[src/rtl/cll_pkg.sv]
`timescale 1ns / 1ps
`default_nettype none

package cll_pkg;

  typedef enum logic [4:0] {
    KIND_READ    = 5'd0,
    KIND_WRITE   = 5'd1,
    KIND_WHILE   = 5'd2,
    KIND_IF      = 5'd3,
    KIND_END     = 5'd4,
    KIND_ID      = 5'd5,
    KIND_LITERAL = 5'd6,
    KIND_GETS    = 5'd7,
    KIND_NOTEQ   = 5'd8,
    KIND_LESSEQ  = 5'd9,
    KIND_LESS    = 5'd10,
    KIND_GREATEQ = 5'd11,
    KIND_GREATER = 5'd12,
    KIND_LPAREN  = 5'd13,
    KIND_RPAREN  = 5'd14,
    KIND_ADD     = 5'd15,
    KIND_SUB     = 5'd16,
    KIND_MUL     = 5'd17,
    KIND_DIV     = 5'd18,
    KIND_EQ      = 5'd19,
    KIND_EOF     = 5'd20,
    KIND_ERROR   = 5'd21
  } kind_e;

  localparam int unsigned MODE_W = 3;
  localparam logic [MODE_W-1:0] MODE_IDLE    = 3'd0;
  localparam logic [MODE_W-1:0] MODE_IDENT   = 3'd1;
  localparam logic [MODE_W-1:0] MODE_LIT     = 3'd2;
  localparam logic [MODE_W-1:0] MODE_COLON   = 3'd3;
  localparam logic [MODE_W-1:0] MODE_LESS    = 3'd4;
  localparam logic [MODE_W-1:0] MODE_GREATER = 3'd5;
  localparam logic [MODE_W-1:0] MODE_HALT    = 3'd6;

  localparam int unsigned TEXT_W = 64;
  localparam int unsigned LEN_W  = 4;
  localparam int unsigned LINE_W = 16;
  localparam int unsigned OUT_DATA_W = 88;

  typedef struct packed {
    kind_e             kind;
    logic [TEXT_W-1:0] text;
    logic [LEN_W-1:0]  len;
    logic [LINE_W-1:0] line;
    logic              last;
  } token_t;

  typedef struct packed {
    logic [MODE_W-1:0] mode;
    logic [TEXT_W-1:0] text;
    logic [LEN_W-1:0]  len;
    logic [LINE_W-1:0] line;
    logic [LINE_W-1:0] tok_line;
  } scan_state_t;

endpackage

`default_nettype wire

[src/rtl/cll_scan.sv]
`timescale 1ns / 1ps
`default_nettype none

module cll_scan #(
  parameter int unsigned MAX_TEXT_LEN = 8
) (
  input  cll_pkg::scan_state_t st_i,
  input  logic [7:0]           char_i,
  input  logic                 eoi_i,
  output cll_pkg::scan_state_t st_o,
  output cll_pkg::token_t      tok0_o,
  output cll_pkg::token_t      tok1_o,
  output logic [1:0]           cnt_o
);
  import cll_pkg::*;

  localparam logic [7:0] CH_NL     = 8'h0A;
  localparam logic [7:0] CH_SPACE  = 8'h20;
  localparam logic [7:0] CH_LPAREN = 8'h28;
  localparam logic [7:0] CH_RPAREN = 8'h29;
  localparam logic [7:0] CH_MUL    = 8'h2A;
  localparam logic [7:0] CH_ADD    = 8'h2B;
  localparam logic [7:0] CH_SUB    = 8'h2D;
  localparam logic [7:0] CH_DIV    = 8'h2F;
  localparam logic [7:0] CH_COLON  = 8'h3A;
  localparam logic [7:0] CH_LESS   = 8'h3C;
  localparam logic [7:0] CH_EQ     = 8'h3D;
  localparam logic [7:0] CH_GREAT  = 8'h3E;
  localparam logic [7:0] CH_UNDER  = 8'h5F;

  localparam logic [TEXT_W-1:0] KW_READ  = 64'h0000_0000_6461_6572;
  localparam logic [TEXT_W-1:0] KW_WRITE = 64'h0000_0065_7469_7277;
  localparam logic [TEXT_W-1:0] KW_WHILE = 64'h0000_0065_6c69_6877;
  localparam logic [TEXT_W-1:0] KW_IF    = 64'h0000_0000_0000_6669;
  localparam logic [TEXT_W-1:0] KW_END   = 64'h0000_0000_0064_6e65;

  function automatic token_t make_tok(kind_e kind, logic [TEXT_W-1:0] text,
                                      logic [LEN_W-1:0] len, logic [LINE_W-1:0] line);
    token_t t;
    t.kind = kind;
    t.text = text;
    t.len  = len;
    t.line = line;
    t.last = 1'b0;
    return t;
  endfunction

  logic              is_alpha, is_digit, is_space;
  logic [TEXT_W-1:0] char_text;
  kind_e             kw_kind;
  token_t            pend_tok, eof_tok, idle_tok;
  logic              pending;
  logic              idle_emit, idle_start, idle_nl;
  logic [MODE_W-1:0] idle_mode;
  logic              do_gather, do_idle, fin_idle;

  assign is_alpha  = (char_i >= 8'h61 && char_i <= 8'h7A) || (char_i >= 8'h41 && char_i <= 8'h5A);
  assign is_digit  = char_i >= 8'h30 && char_i <= 8'h39;
  assign is_space  = char_i == CH_SPACE || (char_i >= 8'h09 && char_i <= 8'h0D);
  assign char_text = {{(TEXT_W-8){1'b0}}, char_i};
  assign eof_tok   = make_tok(KIND_EOF, '0, '0, st_i.line);

  always_comb begin
    kw_kind = KIND_ID;
    if (st_i.len == 4'd4 && st_i.text == KW_READ)  kw_kind = KIND_READ;
    if (st_i.len == 4'd5 && st_i.text == KW_WRITE) kw_kind = KIND_WRITE;
    if (st_i.len == 4'd5 && st_i.text == KW_WHILE) kw_kind = KIND_WHILE;
    if (st_i.len == 4'd2 && st_i.text == KW_IF)    kw_kind = KIND_IF;
    if (st_i.len == 4'd3 && st_i.text == KW_END)   kw_kind = KIND_END;
  end

  always_comb begin
    pending  = 1'b1;
    pend_tok = make_tok(KIND_LESS, 64'(CH_LESS), 4'd1, st_i.tok_line);
    unique case (st_i.mode)
      MODE_IDENT:   pend_tok = make_tok(kw_kind, st_i.text, st_i.len, st_i.tok_line);
      MODE_LIT:     pend_tok = make_tok(KIND_LITERAL, st_i.text, st_i.len, st_i.tok_line);
      MODE_LESS:    pend_tok = make_tok(KIND_LESS, 64'(CH_LESS), 4'd1, st_i.tok_line);
      MODE_GREATER: pend_tok = make_tok(KIND_GREATER, 64'(CH_GREAT), 4'd1, st_i.tok_line);
      default:      pending  = 1'b0;
    endcase
  end

  // scan one character from the between-tokens state
  always_comb begin
    idle_emit  = 1'b0;
    idle_start = 1'b0;
    idle_nl    = 1'b0;
    idle_mode  = MODE_IDLE;
    idle_tok   = make_tok(KIND_ERROR, char_text, 4'd1, st_i.line);
    if (is_space) begin
      idle_nl = char_i == CH_NL;
    end else if (is_alpha) begin
      idle_start = 1'b1;
      idle_mode  = MODE_IDENT;
    end else if (is_digit) begin
      idle_start = 1'b1;
      idle_mode  = MODE_LIT;
    end else begin
      unique case (char_i)
        CH_COLON: begin
          idle_start = 1'b1;
          idle_mode  = MODE_COLON;
        end
        CH_LESS: begin
          idle_start = 1'b1;
          idle_mode  = MODE_LESS;
        end
        CH_GREAT: begin
          idle_start = 1'b1;
          idle_mode  = MODE_GREATER;
        end
        CH_LPAREN: begin idle_emit = 1'b1; idle_tok.kind = KIND_LPAREN; end
        CH_RPAREN: begin idle_emit = 1'b1; idle_tok.kind = KIND_RPAREN; end
        CH_ADD:    begin idle_emit = 1'b1; idle_tok.kind = KIND_ADD;    end
        CH_SUB:    begin idle_emit = 1'b1; idle_tok.kind = KIND_SUB;    end
        CH_MUL:    begin idle_emit = 1'b1; idle_tok.kind = KIND_MUL;    end
        CH_DIV:    begin idle_emit = 1'b1; idle_tok.kind = KIND_DIV;    end
        CH_EQ:     begin idle_emit = 1'b1; idle_tok.kind = KIND_EQ;     end
        default: begin
          idle_emit = 1'b1;
          idle_mode = MODE_HALT;
        end
      endcase
    end
  end

  always_comb begin
    st_o      = st_i;
    tok0_o    = make_tok(KIND_EOF, '0, '0, st_i.line);
    tok1_o    = eof_tok;
    cnt_o     = 2'd0;
    do_gather = 1'b0;
    do_idle   = 1'b0;
    fin_idle  = 1'b0;

    if (st_i.mode == MODE_HALT) begin
      st_o = st_i;
    end else if (eoi_i) begin
      st_o.mode = MODE_HALT;
      if (st_i.mode == MODE_COLON) begin
        tok0_o = make_tok(KIND_ERROR, 64'(CH_COLON), 4'd1, st_i.tok_line);
        cnt_o  = 2'd1;
      end else if (pending) begin
        tok0_o = pend_tok;
        tok1_o = eof_tok;
        cnt_o  = 2'd2;
      end else begin
        tok0_o = eof_tok;
        cnt_o  = 2'd1;
      end
    end else begin
      unique case (st_i.mode)
        MODE_IDENT: begin
          if (is_alpha || is_digit || char_i == CH_UNDER) do_gather = 1'b1;
          else fin_idle = 1'b1;
        end
        MODE_LIT: begin
          if (is_digit) do_gather = 1'b1;
          else fin_idle = 1'b1;
        end
        MODE_COLON: begin
          cnt_o = 2'd1;
          if (char_i == CH_EQ) begin
            tok0_o    = make_tok(KIND_GETS, 64'h3D3A, 4'd2, st_i.tok_line);
            st_o.mode = MODE_IDLE;
          end else begin
            tok0_o    = make_tok(KIND_ERROR, 64'(CH_COLON), 4'd1, st_i.tok_line);
            st_o.mode = MODE_HALT;
          end
        end
        MODE_LESS: begin
          if (char_i == CH_GREAT) begin
            tok0_o    = make_tok(KIND_NOTEQ, 64'h3E3C, 4'd2, st_i.tok_line);
            cnt_o     = 2'd1;
            st_o.mode = MODE_IDLE;
          end else if (char_i == CH_EQ) begin
            tok0_o    = make_tok(KIND_LESSEQ, 64'h3D3C, 4'd2, st_i.tok_line);
            cnt_o     = 2'd1;
            st_o.mode = MODE_IDLE;
          end else begin
            fin_idle = 1'b1;
          end
        end
        MODE_GREATER: begin
          if (char_i == CH_EQ) begin
            tok0_o    = make_tok(KIND_GREATEQ, 64'h3D3E, 4'd2, st_i.tok_line);
            cnt_o     = 2'd1;
            st_o.mode = MODE_IDLE;
          end else begin
            fin_idle = 1'b1;
          end
        end
        default: do_idle = 1'b1;
      endcase

      if (do_gather) begin
        if (st_i.len >= LEN_W'(MAX_TEXT_LEN)) begin
          tok0_o    = make_tok(KIND_ERROR, st_i.text, st_i.len, st_i.tok_line);
          cnt_o     = 2'd1;
          st_o.mode = MODE_HALT;
        end else begin
          for (int b = 0; b < 8; b++) begin
            if (st_i.len[2:0] == 3'(b)) st_o.text[8*b +: 8] = char_i;
          end
          st_o.len = st_i.len + 4'd1;
        end
      end

      if (fin_idle || do_idle) begin
        if (fin_idle) begin
          tok0_o = pend_tok;
          if (idle_emit) begin
            tok1_o = idle_tok;
            cnt_o  = 2'd2;
          end else begin
            cnt_o  = 2'd1;
          end
        end else if (idle_emit) begin
          tok0_o = idle_tok;
          cnt_o  = 2'd1;
        end
        st_o.mode = idle_mode;
        if (idle_start) begin
          st_o.text     = char_text;
          st_o.len      = 4'd1;
          st_o.tok_line = st_i.line;
        end
        if (idle_nl && st_i.line != {LINE_W{1'b1}}) st_o.line = st_i.line + 16'd1;
      end
    end

    tok0_o.last = cnt_o == 2'd1;
    tok1_o.last = 1'b1;
  end

endmodule

`default_nettype wire

[src/rtl/calculator_language_lexer_unit.sv]
// Lexical scanner for a small calculator language. One character enters per transfer on the
// slave side (tuser high marks end of input, data ignored); tokens leave on the master side with
// kind in tuser and text, length and start line in tdata, tlast on the final token of each
// character. The block takes one character per cycle while the token queue has room for two tokens:
// the character is held in an input register, scanned combinationally and written into the token
// queue, from which its tokens are offered. A character that closes one token and is itself a token
// yields two tokens, and the master side drains one token per cycle while tready is high, so the
// sustained rate is one character per cycle as long as such pairs stay rare. An error or end of
// input halts the scanner; later characters are taken and dropped until reset.
`timescale 1ns / 1ps
`default_nettype none

module calculator_language_lexer_unit #(
  parameter int unsigned MAX_TEXT_LEN = 8
) (
  input  logic        clk_i,
  input  logic        rst_ni,
  input  logic        s_axis_tvalid,
  output logic        s_axis_tready,
  input  logic [7:0]  s_axis_tdata,   // [7:0] char_byte
  input  logic        s_axis_tuser,   // end_of_input
  output logic        m_axis_tvalid,
  input  logic        m_axis_tready,
  output logic [cll_pkg::OUT_DATA_W-1:0] m_axis_tdata,
  // [63:0] token_text, [67:64] token_length, [83:68] start_line, [87:84] zero
  output logic [4:0]  m_axis_tuser,   // [4:0] token_kind
  output logic        m_axis_tlast    // last_of_run
);
  import cll_pkg::*;

  localparam int unsigned QDepth = 4;
  localparam int unsigned PtrW   = $clog2(QDepth);
  localparam int unsigned CntW   = $clog2(QDepth + 1);

  logic        in_valid_q, in_valid_d;
  logic [7:0]  in_char_q;
  logic        in_eoi_q;
  logic        s_fire, process, can_proc, pop;

  scan_state_t st_q, st_d, st_scan;
  token_t      tok0, tok1;
  logic [1:0]  scan_cnt, push_cnt;

  token_t            q_mem [QDepth];
  logic [PtrW-1:0]   wr_ptr_q, wr_ptr_d, rd_ptr_q, rd_ptr_d;
  logic [CntW-1:0]   count_q, count_d;
  token_t            head;

  assign can_proc      = count_q <= CntW'(QDepth - 2);
  assign s_axis_tready = !in_valid_q || can_proc;
  assign s_fire        = s_axis_tvalid && s_axis_tready;
  assign process       = in_valid_q && can_proc;
  assign in_valid_d    = s_fire ? 1'b1 : (process ? 1'b0 : in_valid_q);

  cll_scan #(
    .MAX_TEXT_LEN(MAX_TEXT_LEN)
  ) u_scan (
    .st_i   (st_q),
    .char_i (in_char_q),
    .eoi_i  (in_eoi_q),
    .st_o   (st_scan),
    .tok0_o (tok0),
    .tok1_o (tok1),
    .cnt_o  (scan_cnt)
  );

  assign st_d     = process ? st_scan : st_q;
  assign push_cnt = process ? scan_cnt : 2'd0;

  assign head          = q_mem[rd_ptr_q];
  assign m_axis_tvalid = count_q != '0;
  assign pop           = m_axis_tvalid && m_axis_tready;
  assign m_axis_tdata  = {{(OUT_DATA_W-TEXT_W-LEN_W-LINE_W){1'b0}}, head.line, head.len, head.text};
  assign m_axis_tuser  = head.kind;
  assign m_axis_tlast  = head.last;

  assign wr_ptr_d = wr_ptr_q + PtrW'(push_cnt);
  assign rd_ptr_d = rd_ptr_q + PtrW'(pop);
  assign count_d  = count_q + CntW'(push_cnt) - CntW'(pop);

  always_ff @(posedge clk_i or negedge rst_ni) begin
    if (!rst_ni) begin
      in_valid_q  <= 1'b0;
      st_q.mode   <= MODE_IDLE;
      st_q.text   <= '0;
      st_q.len    <= '0;
      st_q.line   <= 16'd1;
      st_q.tok_line <= 16'd1;
      wr_ptr_q    <= '0;
      rd_ptr_q    <= '0;
      count_q     <= '0;
    end else begin
      in_valid_q <= in_valid_d;
      st_q       <= st_d;
      wr_ptr_q   <= wr_ptr_d;
      rd_ptr_q   <= rd_ptr_d;
      count_q    <= count_d;
    end
  end

  always_ff @(posedge clk_i) begin
    if (s_fire) begin
      in_char_q <= s_axis_tdata;
      in_eoi_q  <= s_axis_tuser;
    end
    if (push_cnt != 2'd0) q_mem[wr_ptr_q] <= tok0;
    if (push_cnt == 2'd2) q_mem[wr_ptr_q + PtrW'(1)] <= tok1;
  end

  assert property (@(posedge clk_i) disable iff (!rst_ni) count_q <= CntW'(QDepth))
    else $error("token queue overflow");

  assert property (@(posedge clk_i) disable iff (!rst_ni)
    process && st_q.mode == MODE_HALT |-> push_cnt == 2'd0)
    else $error("token emitted while halted");

  assert property (@(posedge clk_i) disable iff (!rst_ni)
    process && in_eoi_q |=> st_q.mode == MODE_HALT)
    else $error("scanner not halted after end of input");

  assert property (@(posedge clk_i) disable iff (!rst_ni)
    1'b1 |=> st_q.line >= $past(st_q.line))
    else $error("line count went backward");

endmodule

`default_nettype wire
[config.mk]
export PLATFORM = sky130hd
export DESIGN_NAME = calculator_language_lexer_unit
export DESIGN_NICKNAME = d
export VERILOG_FILES = /design/src/rtl/cll_pkg.sv /design/src/rtl/cll_scan.sv /design/src/rtl/calculator_language_lexer_unit.sv
export SDC_FILE = /design/constraint.sdc
export NUM_CORES = 1
export LEC_CHECK = 0
export ABC_CLOCK_PERIOD_IN_PS = 4800
export BUFFER_PORTS_ARGS = -buffer_cell sky130_fd_sc_hd__buf_4
export CAP_MARGIN = 20
export CELL_PAD_IN_SITES_DETAIL_PLACEMENT = 0
export CELL_PAD_IN_SITES_GLOBAL_PLACEMENT = 1
export CORE_MARGIN = 2
export CORE_UTILIZATION = 40
export DETAILED_ROUTE_END_ITERATION = 10
export GPL_ROUTABILITY_DRIVEN = 0
export PLACE_DENSITY_LB_ADDON = 0.1
export REMOVE_ABC_BUFFERS = 1
export SYNTH_ARGS = -nofsm -noshare
export SYNTH_HDL_FRONTEND = slang
export SYNTH_SLANG_ARGS = --single-unit
[constraint.sdc]
create_clock -name clk_i -period 4.8 [get_ports clk_i]
set_input_delay 0 -clock clk_i [delete_from_list [all_inputs] [get_ports clk_i]]
set_output_delay 0 -clock clk_i [all_outputs]
set_load 0.01 [all_outputs]
Yosys cells after proc, flatten, opt, wreduce, memory -nomap -nowiden
Memories as Yosys holds them, arrays and structs flattened.
Index checks and enable logic that the tools add are counted.
{ "totals": {"register_bits": 120, "mem_bits_rw": 360, "input_bits": 13, "wordCells": 199, "n_memories": 1} }
{ "mem_list": {"columns": ["name", "words", "word_bits", "read_ports", "rd_clocked_by_memory_dff", "write_ports", "line_no", "text"], "rows": [
  ["q_mem", 4, 90, 1, 0, 2, "calculator_language_lexer_unit.sv:44", "token_t q_mem [QDepth];"]
]} }
{ "op_classes": {"add_sub_neg": 7, "magnitude_cmp": 10, "eq_ne": 38, "mux": 98, "bitwise_logic": 2, "reduce_logical": 32} }
{ "op_table": {"columns": ["operator", "count"], "rows": [
  ["$mux W90", 18],
  ["$pmux W90 S3", 1],
  ["$pmux W89 S3", 1],
  ["$mux W68", 2],
  ["$eq A64 B39 Y1 const B", 2],
  ["$mux W103", 1],
  ["$eq A8 B6 Y1 const B", 11],
  ["$mux W71", 1],
  ["$eq A64 B15 Y1 const B", 1],
  ["$eq A64 B23 Y1 const B", 1],
  ["$eq A64 B31 Y1 const B", 1],
  ["$mux W8", 8],
  ["$mux W3", 13],
  ["$pmux W5 S7", 1],
  ["$mux W16", 2],
  ["$mux W1", 30],
  ["$mux W2", 12],
  ["$eq A3 B3 Y1 const B", 7],
  ["$add A16 B1 Y16 const B", 1],
  ["$ge A8 B7 Y1 const B", 2],
  ["$le A8 B7 Y1 const B", 2],
  ["$ne A16 B16 Y1 const B", 1],
  ["$mux W5", 3],
  ["$logic_and A1 B1 Y1", 13],
  ["38 further kinds", 52]
]} }

Logic depth before layout (Yosys ltp)
Gate-level depths: netlist of run 1.
{ "logic_depth": {"ltp_word": 19, "depth_mapped": 13, "depth_no_buf": 10} }

By module
A second synthesis of run 1 with hierarchy kept.
{ "unflattened": {"cells_unflattened": 1878, "hier_area_um2": 26745.7} }
{ "by_module_without_submodules": {"columns": ["module", "n_inst", "cells_per_inst", "area_per_inst_um2", "seq_area_each_um2"], "rows": [
  ["calculator_language_lexer_unit", 1, 1152, 21767.1, 13860.8],
  ["cll_scan", 1, 726, 4978.5, 0.0]
]} }

Least setup slack after synthesis of run 1
Ideal clock, no wire load.
{ "synth_timing": {"path_kind": "reg-to-reg", "start": "reg in_char_q[1]", "end": "mem q_mem[3][10] (netlist name) (enable)", "setup_time_ns": 0.385, "arrival_ns": 3.025, "required_time_ns": 4.415, "setup_slack_ns": 1.391, "path_stages_with_launch": 12, "synth_period_minus_slack_ns": 3.409, "cell_sequence": "edfxtp_1 -> buf_4 -> nor3_1 -> and2_1 -> a2bb2oi_1 -> a21boi_4 -> and3_1 -> buf_6 -> nor3_2 -> nor2_4 -> buf_2 -> inv_1"} }
{ "synth_lines": {"columns": ["element", "line_no", "text"], "rows": [
  ["start, declared", "calculator_language_lexer_unit.sv:36", "logic [7:0] in_char_q;"],
  ["start signal, assigned", "calculator_language_lexer_unit.sv:103", "in_char_q <= s_axis_tdata;"],
  ["end, declared", "calculator_language_lexer_unit.sv:44", null]
]} }

Worst setup path in the final report of run 1
{ "layout_timing": {"start": "reg in_char_q[2]", "end": "reg count_q[2]"} }
{ "layout_via": {"elab_chain_cells": 18, "elab_cells_between_ends": 54, "cone_classes": "add/sub: 2; order compare: 8; eq/ne: 6; mux: 28; reduce/logical: 10"} }
{ "layout_lines": {"columns": ["element", "line_no", "text"], "rows": [
  ["$ge A8 B7 Y1 / $le A8 B7 Y1 (equally long branches)", "cll_scan.sv:57", "assign is_alpha = (char_i >= 8'h61 && char_i <= 8'h7A) || (char_i >= 8'h41 && char_i <= 8'h5A);"],
  ["$logic_and A1 B1 Y1", "cll_scan.sv:57", null],
  ["$logic_or A1 B1 Y1", "cll_scan.sv:57", null],
  ["$logic_or A1 B1 Y1 (2 in series)", "cll_scan.sv:155", "if (is_alpha || is_digit || char_i == CH_UNDER) do_gather = 1'b1;"],
  ["$mux W1", "cll_scan.sv:155", null],
  ["$pmux W1 S2", "cll_scan.sv:153", "unique case (st_i.mode)"],
  ["$mux W1", "cll_scan.sv:139", "end else if (eoi_i) begin"],
  ["$mux W1", "cll_scan.sv:137", "if (st_i.mode == MODE_HALT) begin"],
  ["[2 not listed]", null, null],
  ["$mux W2", "cll_scan.sv:211", "if (fin_idle) begin"],
  ["$mux W2 (*)", "cll_scan.sv:210", "if (fin_idle || do_idle) begin"],
  ["$mux W2 (*)", "cll_scan.sv:139", null],
  ["$mux W2 (*)", "cll_scan.sv:137", null],
  ["$mux W2 (*)", "calculator_language_lexer_unit.sv:68", "assign push_cnt = process ? scan_cnt : 2'd0;"],
  ["$add A3 B2 Y3 (*)", "calculator_language_lexer_unit.sv:79", "assign count_d = count_q + CntW'(push_cnt) - CntW'(pop);"],
  ["$sub A3 B1 Y3 (*)", "calculator_language_lexer_unit.sv:79", null],
  ["net count_d[2]", "calculator_language_lexer_unit.sv:46", "logic [CntW-1:0] count_q, count_d;"],
  ["end signal, assigned", "calculator_language_lexer_unit.sv:97", "count_q <= count_d;"],
  ["end, declared", "calculator_language_lexer_unit.sv:46", null]
]} }
The timed path passes the listed nets; every way through them passes the cells marked *. The select of a mux whose other input is x is not followed.
A chain may end at the register's enable or synchronous reset.

==> results.cfg, run 1 <==
[status]
outcome = completed

[routing]
ant_nets = 0
wl_per_cell_um = 25.59
drt_iter0_drc = 1472
wl_um = 68380
firstDrtPassIters = 5
viasPerCell = 6.027
vias = 16110
drcViolationCount = 0

[yosys]
synth_flop_cell = dfxtp_1
synthArstFlopShare_pct = 23.13
synth_seq_area_share_pct = 53.16
yosys_register_bits = 480
syn_area_mm2 = 0.02155
postSynthCellCount = 1870
synthDistinctLibCells = 85
yosysWarningCount = 0
avgSynthCellArea_um2 = 11.53
synth_edf_count = 129

[sta]
setup_ws_ns = 0.7969
max_slew.worst_pin.slew_ns = 0.9478
slew_violations = 0
post-route-period-util_pct = 83.40
rsz0062_at_grt = no
skew_ns = 0.02450
relSlewSlack_pct = 36.23
hold_violations = 0
period_needed_ns = 4.003
hold_slack_ns = 0.04975
fmax_ghz = 0.2498
setup_violations = 0

[clock_network]
clockBufferDepth = 3
cts_made_buffers = 53
cts.repair.resized = 0
cts_sinks = 480
clk_pin_slew_ns = 0.06
cts_root_buf = clkbuf_16
clk_latency_ns = 0.61
cts_tree = done
cts_htree_levels = 2

[place]
post-place-ws_ns = 0.8343
dp_hpwl_um = 42770
io_buffers = 104

[die]
core_area_mm2 = 0.05350
rows = 85
die_y_um = 236.1
ios = 109
die_w_um = 236.1
fp.dieArea_mm2 = 0.05576
start_util_pct = 40.29

[layout]
n_antenna_cell = 0
syn2layout_area_growth_pct = 15.16
final_common_cell = a22o_1
final_cell_mix = a22o_1 (250), nand2_1 (246), dfxtp_1 (240), buf_4 (158), edfxtp_1 (129)
drive_above_1_share_pct = 19.84
fin_nets = 1956

[setup_path]
cp_max_fo = 12
path_cells = buf_4 > a21oi_1 > o21bai_2 > o2bb2ai_1 > nor3_1 > or3_1 > a21oi_1 > or2_2 > fa_1 > xor2_1 > xnor2_1
cpMostUsedCell = a21oi_1
critPathTopFamily = simple AND/OR/NAND/NOR gates
end_kind = flip-flop
required_ns = 5.31
critPathLaunch = in_char_q[2]$_DFFE_PP_
arrival_ns = 4.52
cp_slowest_cell = edfxtp_1
start_kind = flip-flop
regToRegStartpoint = in_char_q[2]$_DFFE_PP_
path_buf_inv = 1
path_class = flip-flop to flip-flop
crit_path_max_incr_delay_ns = 0.89

[pwr]
p_sw_w = 0.005131
p_leak_nw = 9.516
power.share.sequential_pct = 37.0
p_sw_share_pct = 37.24
clkPwrFrac_pct = 29.6
internal_power_w = 0.008650
power_density_mw_per_mm2 = 555.2
vdd_drop_max_mv = 0.5026
combPwrFrac_pct = 33.5

[grt]
grt.overflow.total = 0
grt_start_max_net_pins = 64
grt_pass1_wl_um = 104900
antenna_found_initial = 0
grt_usage_pct = 24.63
grt_pass1_vias = 16140

[flow_run]
drv_cap = 0

[min_path]
hp-class = input port to asynchronous set/reset pin
-- power by group through the flow --
stage,clock (W),combinational [W],sequential (W)
final,0.00407,0.00461,0.00509
after global routing,0.00433,0.00494,0.00515
after CTS,0.00416,0.00463,0.00509
after detailed placement,0,0.00461,0.00517
after global placement,0,0.00463,0.00516
after floorplan,0,0.00249,0.00521
-- cell usage after synthesis (5+ instances only) --
| cell type | count | share of area [%] |
|---|---|---|
| nor2_1 | 69 | 1.2 |
| inv_1 | 18 | 0.31 |
| o32ai_1 | 13 | 0.53 |
| buf_2 | 49 | 1.1 |
| and2_1 | 19 | 0.55 |
| nor4_1 | 17 | 0.49 |
| or2_2 | 5 | 0.15 |
| buf_4 | 16 | 0.56 |
| a32o_1 | 16 | 0.74 |
| buf_6 | 11 | 0.57 |
| mux4_2 | 90 | 9.4 |
| buf_1 | 12 | 0.21 |
| o211ai_1 | 8 | 0.28 |
| o21ai_0 | 100 | 2.3 |
| o221ai_1 | 17 | 0.69 |
| nand3_1 | 29 | 0.67 |
| a31oi_1 | 6 | 0.17 |
| xor2_1 | 14 | 0.57 |
| ha_1 | 10 | 0.58 |
| a22o_1 | 250 | 10 |
| nand2b_1 | 14 | 0.41 |
| nand4_1 | 11 | 0.32 |
| a22oi_1 | 6 | 0.21 |
| xnor2_1 | 10 | 0.41 |
| dfxtp_1 | 240 | 22 |
| nand2_1 | 247 | 4.3 |
| edfxtp_1 | 129 | 18 |
| or3_1 | 11 | 0.32 |
| a211oi_1 | 9 | 0.31 |
| o22ai_1 | 52 | 1.5 |
| and3_1 | 13 | 0.38 |
| a21o_1 | 8 | 0.28 |
| o21a_1 | 6 | 0.21 |
| nor3_1 | 21 | 0.49 |
| dfrtp_1 | 109 | 13 |
| mux2_2 | 8 | 0.42 |
| clkbuf_1 | 86 | 1.5 |
| a21oi_1 | 33 | 0.77 |
-- final timing paths --
kind | to | slack [ns] | cells past startpoint
setup reg to reg | count_q[2]$_DFF_PN0_ | 0.80 | 11
setup / recovery | count_q[2]$_DFF_PN0_ | 0.80 | 11
hold reg to reg | q_mem[3][20]$_SDFFE_PP0N_ | 0.46 | 2
hold / removal | rd_ptr_q[0]$_DFF_PN0_ | 0.05 | 2
min in group clk_i | in_char_q[4]$_DFFE_PP_ | 0.13 | 2
max in group asynchronous | st_q[100]$_DFFE_PN0P_ | 3.36 | 3
-- logic make-up after synthesis --
group           count (synthesis)  synth area share (%)
compound gates                563                 19.96
xor+xnor                       24                0.9752
fa+ha+maj                      11                0.6734
buf+inv                       198                 4.394
flops                         480                 53.16
mux                           100                 9.915
other cells                     1               0.01740
simple gates                  493                 10.91
-- per-layer routing --
metal	GRT usage (%)	vias up	part of all wire [%]
met2	38.58	587	46
met4	5.830	0	2.1
met3	4.389	93	6.3
met1	35.56	8153	46
met5	0	-	0
li1	-	7272	-
-- sequential cells by signal, indices dropped and copies added (netlist names) --
signal and flops:
wr_ptr_q 2, st_q 103, q_mem 360, in_valid_q 1, count_q 3, in_char_q 8, rd_ptr_q 2, in_eoi_q 1
-- timing repair --
action | CTS | global route
setup buffers | 0 | 0
hold endpoints to repair | 74 | 0
hold buffers | 12 | 0
-- stage by stage --
stage	std cells	TNS, ns	area (µm²)	power, W	utilization, %
global placement	2561	0	22960	0.009790	42.92
finish	2672	0	24820	0.01378	46.40
floorplan	1699	-4.962	20710	0.007696	-
CTS	2672	0	24820	0.01389	46.40
detailed placement	2561	0	22960	0.009784	42.92
global route	2672	0	24820	0.01442	46.40
-- final cells by class --
cell class	instances	area, µm²
Inverter	24	90.09
Sequential cell	480	11470
Tap cell	696	870.8
Timing Repair Buffer	178	1466
Clock buffer	80	1572
Multi-Input combinational cell	1195	9188
Clock inverter	19	168.9
Fill cell	4883	28670
No activity file was read; power rests on OpenSTA's default activity.
==> run 2, diff against run 1 <==
--- a/config.mk
+++ b/config.mk
@@ -5,7 +5,7 @@
 export SDC_FILE = /design/constraint.sdc
 export NUM_CORES = 1
 export LEC_CHECK = 0
-export ABC_CLOCK_PERIOD_IN_PS = 4800
+export ABC_CLOCK_PERIOD_IN_PS = 3930
 export BUFFER_PORTS_ARGS = -buffer_cell sky130_fd_sc_hd__buf_4
 export CAP_MARGIN = 20
 export CELL_PAD_IN_SITES_DETAIL_PLACEMENT = 0
==> constraint.sdc (replaced) <==
create_clock -name clk_i -period 3.93 [get_ports clk_i]
set_input_delay 0 -clock clk_i [delete_from_list [all_inputs] [get_ports clk_i]]
set_output_delay 0 -clock clk_i [all_outputs]
set_load 0.01 [all_outputs]
==> results.cfg, run 2 (synthesized netlist as in run 1, its figures left out) <==
[status]
outcome = completed

[layout]
final_common_cell = a22o_1
final_cell_mix = a22o_1 (250), nand2_1 (246), dfxtp_1 (240), buf_4 (181), edfxtp_1 (129)
largestRegisters = q_mem (360), st_q (103), in_char_q (8)
final_area_mm2 = 0.02519
fillCellCount = 4882
regMostFlops = q_mem
final_core_util_pct = 47.08
syn2layout_area_growth_pct = 16.86
drive_above_1_share_pct = 20.91
n_antenna_cell = 0
largest_register_ffs = 360
fin_nets = 1988

[grt]
gr-usage-met1_pct = 33.92
grt.overflow.total = 0
grt_pass1_vias = 16310
met2_usage_pct = 39.73
grt_start_max_net_pins = 63
met3_usage_pct = 3.546
grt_usage_pct = 24.41
top_usage_layer = met2
grt_pass1_wl_um = 104300
antenna_found_initial = 0

[sta]
skew_ns = 0.02011
rsz0062_at_grt = no
post-route-period-util_pct = 95.14
fmax_ghz = 0.2674
relSlewSlack_pct = 27.80
max_slew.worst_pin.slew_ns = 1.077
setup_violations = 0
slew_violations = 0
period_needed_ns = 3.739
hold_violations = 0

[place]
io_buffers = 104
dp_hpwl_um = 43260
place_area_mm2 = 0.02329

[routing]
ant_nets = 0
drt_iter0_drc = 1393
drcViolationCount = 0
wl_per_cell_um = 25.20
firstDrtPassIters = 5
vias = 16270
wl_um = 68170
viasPerCell = 6.014

[pwr]
power_density_mw_per_mm2 = 681.3
p_leak_nw = 9.711
vdd_drop_max_mv = 0.7764

[clock_network]
cts_htree_levels = 2
post-cts-setup-buffer-count = 0
clockBufferDepth = 3
cts_made_buffers = 53
cts.repair.resized = 0
clk_latency_ns = 0.61
cts_tree = done
cts_sinks = 480
cts_root_buf = clkbuf_16
clk_pin_slew_ns = 0.06

[die]
die_w_um = 236.1
rows = 85
die_y_um = 236.1
core_area_mm2 = 0.05350
fp.dieArea_mm2 = 0.05576
ios = 109
start_util_pct = 40.29

[setup_path]
regToRegStartpoint = in_char_q[1]$_DFFE_PP_
path_buf_inv = 1
path_class = flip-flop to flip-flop
end_kind = flip-flop
critPathTopFamily = simple AND/OR/NAND/NOR gates
path_cells = or3b_1 > a211o_4 > nor2_8 > nor2_1 > and3_1 > nor3_2 > nor2_4 > buf_4 > a22o_1
regToRegEndpoint = q_mem[1][37]$_SDFFE_PP0P_
arrival_ns = 4.22
required_ns = 4.41
reg2reg_slack_ns = 0.19
cp_max_fo = 59
crit_path_max_incr_delay_ns = 0.88
reg2regPathDepth = 9
start_kind = flip-flop
cp_slowest_cell = nor3_2

[min_path]
hp-class = input port to asynchronous set/reset pin

[flow_run]
drv_cap = 0
[run 2: cell count changes in the layout (fill, tap and decap cells not counted), moves of 2 or more]
cell and delta:
buf_12 +8, clkbuf_1 +5, inv_4 -2, clkbuf_16 +2, buf_4 +23
[run 2: metal layers]
layer | wire length (µm) | vias to the layer above | share of wire [%]
met5 | 0 | - | 0
met4 | 1605 | 0 | 2.4
met3 | 3982 | 97 | 5.8
met2 | 32100 | 588 | 47
met1 | 30480 | 8256 | 45
li1 | - | 7328 | -
[run 2: power by group]
part | leakage [nW] | switching (W) | total (W) | internal, W
Sequential | 4.65 | 0.000431 | 0.00608 | 0.00565
Combinational | 4.20 | 0.00385 | 0.00609 | 0.00224
Clock | 0.870 | 0.00208 | 0.00499 | 0.00292
Total | 9.71 | 0.00635 | 0.0172 | 0.0108
[run 2: through the flow]
stage	worst slack (ns)	power, W	hold WS (ns)	cells	setup TNS, ns
floorplan	-0.9784	0.009399	-0.2956	1699	-153.24
global placement	0.2725	0.01226	0.1485	2592	0
detailed placement	0.2212	0.01228	0.1605	2592	0
CTS	0.2348	0.01731	0.05114	2704	0
global route	0.01942	0.01796	0.07681	2705	0
finish	0.1908	0.01716	0.01341	2705	0
[run 2: worst max path at each step]
stage	from	end	slack, ns	cells after the start
2_1_floorplan	in_char_q[1]$_DFFE_PP_	q_mem[0][0]$_SDFFE_PP1P_	-0.98	9
3_3_place_gp	in_char_q[4]$_DFFE_PP_	q_mem[1][82]$_SDFFE_PP0P_	0.27	10
3_5_place_dp	in_char_q[1]$_DFFE_PP_	q_mem[1][60]$_SDFFE_PP0P_	0.22	9
4_1_cts	in_char_q[1]$_DFFE_PP_	q_mem[1][38]$_SDFFE_PP0P_	0.23	9
5_1_grt	in_char_q[1]$_DFFE_PP_	q_mem[1][46]$_SDFFE_PP0P_	0.02	9
6_report	in_char_q[1]$_DFFE_PP_	q_mem[1][37]$_SDFFE_PP0P_	0.19	9
[run 2: final cells by class]
type	instances	area, µm²	share of cell area [%]
Inverter	24	90.09	0.3577
Clock buffer	86	1635	6.492
Sequential cell	480	11470	45.52
Multi-Input combinational cell	1195	9188	36.48
Clock inverter	14	127.6	0.5067
Timing Repair Buffer	210	1810	7.188
Tap cell	696	870.8	3.457
[run 2: what timing repair did]
action	4_1_cts	5_1_grt
setup endpoints to repair	0	0
hold buffers	12	0
hold endpoints to repair	64	0
